$ cat config.mk
export PLATFORM = sky130hd
export DESIGN_NAME = ascii_count_frame_parser_core
export DESIGN_NICKNAME = d
export VERILOG_FILES = /design/src/sv/acfp_pkg.sv /design/src/sv/ascii_count_frame_parser_core.sv /design/src/sv/acfp_fields.sv
export SDC_FILE = /design/constraint.sdc
export NUM_CORES = 1
export LEC_CHECK = 0
export ABC_AREA = 1
export BUFFER_PORTS_ARGS = -buffer_cell sky130_fd_sc_hd__buf_4
export CAP_MARGIN = 20
export CORE_MARGIN = 4
export CORE_UTILIZATION = 30
export CTS_BUF_LIST = sky130_fd_sc_hd__clkbuf_8
export CTS_CLUSTER_DIAMETER = 150
export DETAILED_ROUTE_END_ITERATION = 8
export PLACE_DENSITY = 0.45
export SETUP_SLACK_MARGIN = 0.3
export SLEW_MARGIN = 10
export SYNTH_ARGS = -nofsm -noshare
export SYNTH_HDL_FRONTEND = slang
export SYNTH_SLANG_ARGS = --single-unit
$ cat constraint.sdc
create_clock -name clk -period 11.43 [get_ports clk]
set_input_delay 0.5715 -clock clk [delete_from_list [all_inputs] [get_ports clk]]
set_output_delay 0.5715 -clock clk [all_outputs]
set_load 0.03 [all_outputs]
$ cat src/sv/acfp_pkg.sv
// ----------------------------------------------------------------------------
// acfp_pkg
// Types, constants and helpers shared by the ASCII count frame parser.
// ----------------------------------------------------------------------------
package acfp_pkg;

    localparam int COUNT_W     = 32;
    localparam int NUM_FIELDS  = 4;
    localparam int FIELD_IDX_W = 3;

    localparam logic [7:0] CH_DOLLAR = 8'h24;
    localparam logic [7:0] CH_COMMA  = 8'h2C;
    localparam logic [7:0] CH_SPACE  = 8'h20;
    localparam logic [7:0] CH_TAB    = 8'h09;
    localparam logic [7:0] CH_PLUS   = 8'h2B;
    localparam logic [7:0] CH_MINUS  = 8'h2D;
    localparam logic [7:0] CH_ZERO   = 8'h30;
    localparam logic [7:0] CH_NINE   = 8'h39;
    localparam logic [7:0] CH_UP_A   = 8'h41;
    localparam logic [7:0] CH_UP_F   = 8'h46;
    localparam logic [7:0] CH_LO_A   = 8'h61;
    localparam logic [7:0] CH_LO_F   = 8'h66;
    localparam logic [3:0] HEX_TEN   = 4'd10;

    typedef struct packed {
        logic [7:0] frame_byte;
        logic       frame_end;
    } frame_in_t;

    typedef struct packed {
        logic                      frame_valid;
        logic signed [COUNT_W-1:0] static_pressure_count;
        logic signed [COUNT_W-1:0] dynamic_pressure_count;
        logic signed [COUNT_W-1:0] alpha_count;
        logic signed [COUNT_W-1:0] beta_count;
    } frame_out_t;

    typedef logic [NUM_FIELDS-1:0][COUNT_W-1:0] count_set_t;

    // control from the frame tracker to the field parser
    typedef struct packed {
        logic       step;    // a request was accepted this cycle
        logic       parse;   // the byte leaving the delay line is a field byte
        logic       last;    // the accepted request ends the frame
        logic [7:0] pbyte;   // byte leaving the delay line
    } field_ctrl_t;

    // end-of-frame view of the field parser
    typedef struct packed {
        logic done;          // all four fields collected
        logic malformed;     // an empty field was seen
    } field_status_t;

    typedef struct packed {
        logic       ok;
        logic [3:0] nibble;
    } hex_digit_t;

    function automatic hex_digit_t hex_decode(input logic [7:0] c);
        hex_digit_t h;
        h.ok     = 1'b1;
        h.nibble = 4'd0;
        if (c >= CH_ZERO && c <= CH_NINE)
        begin
            h.nibble = 4'(c - CH_ZERO);
        end
        else if (c >= CH_UP_A && c <= CH_UP_F)
        begin
            h.nibble = 4'(c - CH_UP_A) + HEX_TEN;
        end
        else if (c >= CH_LO_A && c <= CH_LO_F)
        begin
            h.nibble = 4'(c - CH_LO_A) + HEX_TEN;
        end
        else
        begin
            h.ok = 1'b0;
        end
        return h;
    endfunction

endpackage

$ cat src/sv/ascii_count_frame_parser_core.sv
// ----------------------------------------------------------------------------
// ascii_count_frame_parser_core
// ASCII frame parser: '$' header, four signed decimal count fields and an
// additive hex checksum tail.
// ----------------------------------------------------------------------------
// Usage:
//   in_valid/in_ready/in_data carry one frame byte per request, with
//   frame_end set on the final byte. One byte is taken in every cycle with
//   in_valid high, unless a final byte meets a held result and low out_ready.
//   On the request that carries frame_end the block loads one result into
//   its output register; out_valid rises in the next cycle, and out_data
//   holds the valid flag and the four counts (zero when the frame is
//   rejected). Non-final bytes are still taken while a result waits on a
//   stalled out_ready; only a final byte waits until the output register
//   frees.
//   cfg_we/cfg_wdata write the checksum enable (reset 1); write it only
//   while no frame is in flight.
//   Reset clears all frame state and the output register.
// ----------------------------------------------------------------------------
module ascii_count_frame_parser_core #(
    parameter int FIELD_START_POS = 21,
    parameter int VALUE_WIDTH     = 32
) (
    input  logic                   clk,
    input  logic                   rst_n,
    input  logic                   in_valid,
    output logic                   in_ready,
    input  acfp_pkg::frame_in_t    in_data,
    output logic                   out_valid,
    input  logic                   out_ready,
    output acfp_pkg::frame_out_t   out_data,
    input  logic                   cfg_we,
    input  logic                   cfg_wdata
);

    localparam int POS_W = $clog2(FIELD_START_POS + 2);
    localparam logic [POS_W-1:0] POS_START = POS_W'(FIELD_START_POS);
    localparam logic [POS_W-1:0] POS_MAX   = POS_W'(FIELD_START_POS + 1);

    logic [2:0][7:0]          tail_reg;
    logic [1:0]               held_reg, held_next;
    logic [POS_W-1:0]         pos_reg, pos_next;
    logic                     start_ok_reg, start_ok_next;
    logic [7:0]               sum_reg, sum_next;
    logic                     chk_reg;
    logic                     out_valid_reg;
    acfp_pkg::frame_out_t     out_data_reg, result;

    logic                     step;
    logic                     parse;
    acfp_pkg::field_ctrl_t    fctrl;
    acfp_pkg::field_status_t  fstat;
    acfp_pkg::count_set_t     counts;
    acfp_pkg::hex_digit_t     hex_hi, hex_lo;
    logic                     frame_ok;
    logic                     sum_ok;

    assign in_ready = !out_valid_reg || out_ready || !in_data.frame_end;
    assign step     = in_valid && in_ready;
    assign parse    = held_reg == 2'd3;

    assign fctrl.step  = step;
    assign fctrl.parse = step && parse && pos_reg >= POS_START;
    assign fctrl.last  = step && in_data.frame_end;
    assign fctrl.pbyte = tail_reg[0];

    acfp_fields #(
        .VALUE_WIDTH (VALUE_WIDTH)
    ) u_fields (
        .clk    (clk),
        .rst_n  (rst_n),
        .ctrl   (fctrl),
        .status (fstat),
        .counts (counts)
    );

    always_comb
    begin
        held_next     = (held_reg == 2'd3) ? held_reg : held_reg + 1'b1;
        pos_next      = pos_reg;
        start_ok_next = start_ok_reg;
        sum_next      = sum_reg;
        if (parse)
        begin
            if (pos_reg == '0)
                start_ok_next = tail_reg[0] == acfp_pkg::CH_DOLLAR;
            sum_next = sum_reg + tail_reg[0];
            if (pos_reg < POS_MAX)
                pos_next = pos_reg + 1'b1;
        end
    end

    // checksum digits after the shift: the old newest byte and the new byte
    assign hex_hi = acfp_pkg::hex_decode(tail_reg[2]);
    assign hex_lo = acfp_pkg::hex_decode(in_data.frame_byte);
    assign sum_ok = hex_hi.ok && hex_lo.ok && {hex_hi.nibble, hex_lo.nibble} == sum_next;

    assign frame_ok = held_next == 2'd3 && pos_next > POS_START && start_ok_next
                      && !fstat.malformed && fstat.done && (sum_ok || !chk_reg);

    always_comb
    begin
        result.frame_valid            = frame_ok;
        result.static_pressure_count  = frame_ok ? counts[0] : '0;
        result.dynamic_pressure_count = frame_ok ? counts[1] : '0;
        result.alpha_count            = frame_ok ? counts[2] : '0;
        result.beta_count             = frame_ok ? counts[3] : '0;
    end

    always_ff @(posedge clk or negedge rst_n)
    begin
        if (!rst_n)
        begin
            tail_reg     <= '0;
            held_reg     <= '0;
            pos_reg      <= '0;
            start_ok_reg <= 1'b0;
            sum_reg      <= '0;
        end
        else if (step)
        begin
            if (in_data.frame_end)
            begin
                tail_reg     <= '0;
                held_reg     <= '0;
                pos_reg      <= '0;
                start_ok_reg <= 1'b0;
                sum_reg      <= '0;
            end
            else
            begin
                tail_reg     <= {in_data.frame_byte, tail_reg[2], tail_reg[1]};
                held_reg     <= held_next;
                pos_reg      <= pos_next;
                start_ok_reg <= start_ok_next;
                sum_reg      <= sum_next;
            end
        end
    end

    always_ff @(posedge clk or negedge rst_n)
    begin
        if (!rst_n)
            chk_reg <= 1'b1;
        else if (cfg_we)
            chk_reg <= cfg_wdata;
    end

    always_ff @(posedge clk or negedge rst_n)
    begin
        if (!rst_n)
        begin
            out_valid_reg <= 1'b0;
        end
        else if (step && in_data.frame_end)
        begin
            out_valid_reg <= 1'b1;
        end
        else if (out_ready)
        begin
            out_valid_reg <= 1'b0;
        end
    end

    always_ff @(posedge clk or negedge rst_n)
    begin
        if (!rst_n)
            out_data_reg <= '0;
        else if (step && in_data.frame_end)
            out_data_reg <= result;
    end

    assign out_valid = out_valid_reg;
    assign out_data  = out_data_reg;

    // a result appears only after a final byte was taken
    assert property (@(posedge clk) disable iff (!rst_n)
        $rose(out_valid) |-> $past(in_valid && in_ready && in_data.frame_end))
        else $error("result without final byte");

    // rejected frames carry zero counts
    assert property (@(posedge clk) disable iff (!rst_n)
        out_valid && !out_data.frame_valid |->
            out_data.static_pressure_count == '0 && out_data.dynamic_pressure_count == '0
            && out_data.alpha_count == '0 && out_data.beta_count == '0)
        else $error("nonzero counts on rejected frame");

    // nothing is parsed before the delay line is full
    assert property (@(posedge clk) disable iff (!rst_n)
        held_reg != 2'd3 |-> pos_reg == '0 && sum_reg == '0)
        else $error("parsed byte before delay line filled");

    // a final byte clears the frame tracker
    assert property (@(posedge clk) disable iff (!rst_n)
        in_valid && in_ready && in_data.frame_end |=> held_reg == 2'd0 && pos_reg == '0)
        else $error("frame state not cleared at frame end");

endmodule

$ cat src/sv/acfp_fields.sv
// ----------------------------------------------------------------------------
// acfp_fields
// Comma-separated signed decimal field parser; collects four saturating counts.
// ----------------------------------------------------------------------------
module acfp_fields #(
    parameter int VALUE_WIDTH = 32
) (
    input  logic                      clk,
    input  logic                      rst_n,
    input  acfp_pkg::field_ctrl_t     ctrl,
    output acfp_pkg::field_status_t   status,
    output acfp_pkg::count_set_t      counts
);

    localparam int ACC_W  = VALUE_WIDTH - 1;
    localparam int PROD_W = ACC_W + 4;

    typedef enum logic [1:0] {
        PH_LEAD,
        PH_DIGITS,
        PH_STOPPED
    } phase_t;

    phase_t                                phase_reg, phase_next;
    logic                                  nonempty_reg, nonempty_next;
    logic                                  negative_reg, negative_next;
    logic [ACC_W-1:0]                      acc_reg, acc_next;
    logic [acfp_pkg::FIELD_IDX_W-1:0]      idx_reg, idx_next;
    acfp_pkg::count_set_t                  vals_reg, vals_next;
    logic                                  malformed_reg, malformed_next;

    logic [PROD_W-1:0]                     prod;
    logic [3:0]                            digit_val;
    logic                                  is_digit;
    logic                                  take;
    logic                                  finish;
    logic [acfp_pkg::COUNT_W-1:0]          mag;
    logic [acfp_pkg::COUNT_W-1:0]          signed_val;
    logic [acfp_pkg::FIELD_IDX_W-1:0]      idx_fin;
    acfp_pkg::count_set_t                  vals_fin;

    assign is_digit  = ctrl.pbyte >= acfp_pkg::CH_ZERO && ctrl.pbyte <= acfp_pkg::CH_NINE;
    assign digit_val = 4'(ctrl.pbyte - acfp_pkg::CH_ZERO);
    // acc * 10 + digit as two shifts and adds
    assign prod = {acc_reg, 3'b000} + {2'b00, acc_reg, 1'b0} + PROD_W'(digit_val);

    always_comb
    begin
        phase_next     = phase_reg;
        nonempty_next  = nonempty_reg;
        negative_next  = negative_reg;
        acc_next       = acc_reg;
        malformed_next = malformed_reg;
        finish         = 1'b0;
        take           = 1'b0;

        if (ctrl.parse && !idx_reg[2] && !malformed_reg)
        begin
            if (ctrl.pbyte == acfp_pkg::CH_COMMA)
            begin
                if (!nonempty_reg)
                    malformed_next = 1'b1;
                else
                    finish = 1'b1;
            end
            else
            begin
                nonempty_next = 1'b1;
                if (phase_reg == PH_LEAD)
                begin
                    priority if (ctrl.pbyte == acfp_pkg::CH_SPACE
                                 || ctrl.pbyte == acfp_pkg::CH_TAB)
                    begin
                        take = 1'b0;
                    end
                    else if (ctrl.pbyte == acfp_pkg::CH_MINUS)
                    begin
                        negative_next = 1'b1;
                        phase_next    = PH_DIGITS;
                    end
                    else if (ctrl.pbyte == acfp_pkg::CH_PLUS)
                    begin
                        phase_next = PH_DIGITS;
                    end
                    else
                    begin
                        phase_next = PH_DIGITS;
                        take       = 1'b1;
                    end
                end
                else if (phase_reg == PH_DIGITS)
                begin
                    take = 1'b1;
                end

                if (take)
                begin
                    if (is_digit)
                    begin
                        if (prod[PROD_W-1:ACC_W] != '0)
                            acc_next = '1;
                        else
                            acc_next = prod[ACC_W-1:0];
                    end
                    else
                    begin
                        phase_next = PH_STOPPED;
                    end
                end
            end
        end

        // an open field at the end of the frame closes as if by a comma
        if (ctrl.last && !malformed_next && !idx_reg[2] && nonempty_next)
            finish = 1'b1;
    end

    assign mag        = acfp_pkg::COUNT_W'(acc_next);
    assign signed_val = negative_next ? (acfp_pkg::COUNT_W'(0) - mag) : mag;

    always_comb
    begin
        vals_fin = vals_reg;
        idx_fin  = idx_reg;
        if (finish)
        begin
            vals_fin[idx_reg[1:0]] = signed_val;
            idx_fin                = idx_reg + 1'b1;
        end
    end

    assign idx_next  = idx_fin;
    assign vals_next = vals_fin;

    assign status.done      = idx_fin[2];
    assign status.malformed = malformed_next;
    assign counts           = vals_fin;

    always_ff @(posedge clk or negedge rst_n)
    begin
        if (!rst_n)
        begin
            phase_reg     <= PH_LEAD;
            nonempty_reg  <= 1'b0;
            negative_reg  <= 1'b0;
            acc_reg       <= '0;
            idx_reg       <= '0;
            vals_reg      <= '0;
            malformed_reg <= 1'b0;
        end
        else if (ctrl.step)
        begin
            if (ctrl.last)
            begin
                phase_reg     <= PH_LEAD;
                nonempty_reg  <= 1'b0;
                negative_reg  <= 1'b0;
                acc_reg       <= '0;
                idx_reg       <= '0;
                vals_reg      <= '0;
                malformed_reg <= 1'b0;
            end
            else
            begin
                idx_reg       <= idx_next;
                vals_reg      <= vals_next;
                malformed_reg <= malformed_next;
                if (finish)
                begin
                    phase_reg    <= PH_LEAD;
                    nonempty_reg <= 1'b0;
                    negative_reg <= 1'b0;
                    acc_reg      <= '0;
                end
                else
                begin
                    phase_reg    <= phase_next;
                    nonempty_reg <= nonempty_next;
                    negative_reg <= negative_next;
                    acc_reg      <= acc_next;
                end
            end
        end
    end

    // field counter never runs past four
    assert property (@(posedge clk) disable iff (!rst_n)
        idx_reg[2] |-> idx_reg[1:0] == 2'b00)
        else $error("field index beyond four");

    // the accumulator only moves while digits are being taken
    assert property (@(posedge clk) disable iff (!rst_n)
        phase_reg == PH_LEAD |-> acc_reg == '0)
        else $error("accumulator nonzero before digits");

    // parsing stops for good once the frame is malformed
    assert property (@(posedge clk) disable iff (!rst_n)
        malformed_reg && ctrl.step && !ctrl.last |=> malformed_reg && $stable(idx_reg))
        else $error("field state moved after malformed frame");

endmodule

==> qor.csv <==
stage,metric,value,unit
run_status,status,"finished, final reports clean",
synthesis,ys_seq_elements,338,
placement,place_inst,3219,
synthesis,synth_cell_types,50,
timing,slew_headroom,25.2,%
synthesis,syn_nets,2473,
global_route,grt_pass1_wl,91.4,mm
timing,final.setup_skew,0.0302,ns
synthesis,synthSimpleGateAreaFrac,32.2,%
timing,setup_tns,0,ns
placement,gp_congestion,0.841,
routing,first_iter_violations,900,
synthesis,synth_area_leader_cell,dfrtp_1,
power,ir_drop,0.0774,mV
routing,viasPerCell,4.74,
worst_setup_path,endpoint_kind,flip-flop,
synthesis,synth_commonest_cells,"740 x nand2_1, 337 x dfrtp_1, 232 x nor2_1, 186 x inv_1, 156 x nand3_1",
hold_path,hp-class,in2reg,
worst_setup_path,critPathArrivalTime,5.83,ns
layout,finalNetCount,2599,
global_route,grt_max_degree,184,
clock_network,cts_inserted_buffers,58,
synthesis,muxShareOfSynthArea,0.819,%
routing,post_drt_wl_per_cell,17.3,µm
job,drv_cap,0,
synthesis,synth_cells,2373,
power,p_leak,12.1,nW
floorplanning,core_area,60700,µm²
placement,io_buffers,145,
power,power_density,119,nW/µm²
clock_network,clk_latency,0.64,ns
routing,first_pass_iters,5,
clock_network,cts_buffer_depth,3,
timing,max_freq,0.190,GHz
routing,drc,0,
layout,layout.cells.non_filler,3327,
timing,rsz0062_at_grt,false,
routing,routed_wl,57.4,mm
global_route,antenna_found_initial,1,
worst_setup_path,path_max_fanout,86,
worst_setup_path,start_kind,flip-flop,
floorplanning,num_io_pins,146,
floorplanning,die_w,256,µm
synthesis,synth-xor-area-share,2.42,%
synthesis,async_flop_share,100,%
synthesis,synthFlopType,dfrtp_1,
worst_setup_path,path_class,reg2reg,
synthesis,ys_top_cells_by_area,"dfrtp_1 46%, nand2_1 15%, ha_1 5.5%",
global_route,grt_usage,17.2,%
clock_network,cts_tree,done,
synthesis,synth.top_cell.area_share,45.6,%
synthesis,synth_seq_area_share,45.8,%
timing,finalCriticalPeriod,5.25,ns
layout,drive_above_1_share,17.1,%
synthesis,synth_most_common_cell,nand2_1,
synthesis,synth_fa_ha_area_share,5.87,%
synthesis,yosys_warnings,0,
routing,num_vias,15800,
floorplanning,dieArea,65700,µm²
synthesis,synth_compound_area_share,6.75,%
synthesis,avgSynthCellArea,7.79,µm²
synthesis,synth_edf_count,0,
clock_network,cts-root-buf,clkbuf_8,
global_route,grt_pass1_vias,15700,
clock_network,cts_sinks,338,
timing,final_max_slew_viol_count,0,
timing,hold_viol_final,0,
placement,hpwl,40.4,mm
worst_setup_path,cp.required,12.00,ns
floorplanning,die_y,256,µm
timing,min_period_over_period,45.9,%
layout,largest_reg_flops,129,
power,fin_total_pwr,0.00258,W
synthesis,syn-cell-area,18500,µm²
floorplanning,placementRows,90,
routing,postRouteAntennaNets,0,
layout,areaGrowthSynthToFinish,17.1,%
clock_network,path_clk_slew,0.06,ns
global_route,grt_overflow,0,
worst_setup_path,r2r_setup_slack,6.18,ns
timing,worst_pin_slew,1.12,ns
clock_network,cts_setup_buffers,0,
synthesis,synth_top_family_by_area,simple AND/OR/NAND/NOR gates,
timing,setup_viol,0,
floorplanning,start_util,30.5,%
clock_network,cts.htree.levels,2,
[power breakdown]
part	leakage (nW)	internal, W	switching, W
Combinational	6.70	0.0000303	0.0000926
Sequential	4.70	0.00121	0.0000111
Clock	0.725	0.000714	0.000518
Total	12.1	0.00195	0.000621
[cell type report]
cell class	instances	area [µm²]
diodes	1	2.50
clock buffers	84	1160
clock inverters	21	175
fillers	6353	39100
inverters	193	728
multi-input cells	1749	8920
flip-flops and latches	338	8460
well taps	782	978
repair buffers	159	1230
[metal layers]
layer | track usage (%) | vias to the layer above | routed length (µm)
met5 | 0 | - | 0
met3 | 2.37 | 73 | 1800
met2 | 27.5 | 273 | 26000
met1 | 24.8 | 7648 | 28500
met4 | 4.21 | 0 | 1160
li1 | - | 7792 | -
[kinds of logic (layout without fill, tap and decap cells)]
group / Yosys count / in the layout
compound gates: 230 / 230
xor+xnor: 51 / 51
fa+ha+maj: 85 / 85
buf+inv: 286 / 457
flops: 338 / 338
mux: 15 / 15
other cells: 0 / 1
simple gates: 1368 / 1368
[stage by stage]
stage / setup WS (ns) / hold WS, ns / area, µm² / utilization (%)
floorplan: 7.63 / 0.276 / 18500 / -
global placement: 5.91 / 0.468 / 20300 / 33.4
CTS: 6.09 / 0.102 / 21600 / 35.6
finish: 6.18 / 0.166 / 21600 / 35.7
global route: 5.56 / 0.123 / 21600 / 35.7
detailed placement: 5.82 / 0.467 / 20300 / 33.4
[worst max-delay path, stage by stage, from the launching register on]
cell and delay [ns]:
dfrtp_1 0.41, nand3_2 0.10, nand2_2 0.18, inv_2 0.51, nand2_4 0.52, inv_4 0.88
nand3_1 0.16, o21ai_0 0.14, o21ai_0 0.12, inv_1 0.06, buf_4 0.39, nand2_1 0.26
nand2_1 0.16, nand2_1 0.10, a21oi_4 0.13, buf_4 0.69, nand3_1 0.16, nand2_1 0.10
[cells in the final DEF (no fill, tap or decap), types with 11 or more instances in the layout]
cell type / Yosys / routed
a21oi_1: 45 / 44
and2_1: 12 / 12
buf_4: 3 / 155
clkbuf_8: 0 / 84
dfrtp_1: 337 / 337
ha_1: 82 / 82
inv_1: 186 / 194
mux2i_1: 14 / 14
nand2_1: 740 / 739
nand2_2: 30 / 30
nand3_1: 156 / 155
nand4_1: 11 / 11
nor2_1: 232 / 232
nor3_1: 44 / 44
o21ai_0: 124 / 124
o21ai_1: 16 / 16
o22ai_1: 21 / 21
or2_2: 107 / 107
xnor2_1: 21 / 21
xor2_1: 30 / 30
[path summary, 6_finish.rpt]
check                         startpoint            end  depth (start not counted)
max reg2reg                    out_valid  out_data[124]                         17
min in group asynchronous          rst_n   tail_reg[17]                          2
max in group asynchronous          rst_n   out_data[21]                          3
max                            out_valid  out_data[124]                         17
min reg2reg                out_data[123]  out_data[123]                          2
min                            cfg_wdata        chk_reg                          2
[what timing repair did]
item / CTS / global route
hold buffers: 1 / 0
resized for setup: 0 / 0
endpoints found under the hold margin: 87 / 0
(Power assumes the default switching activity.)
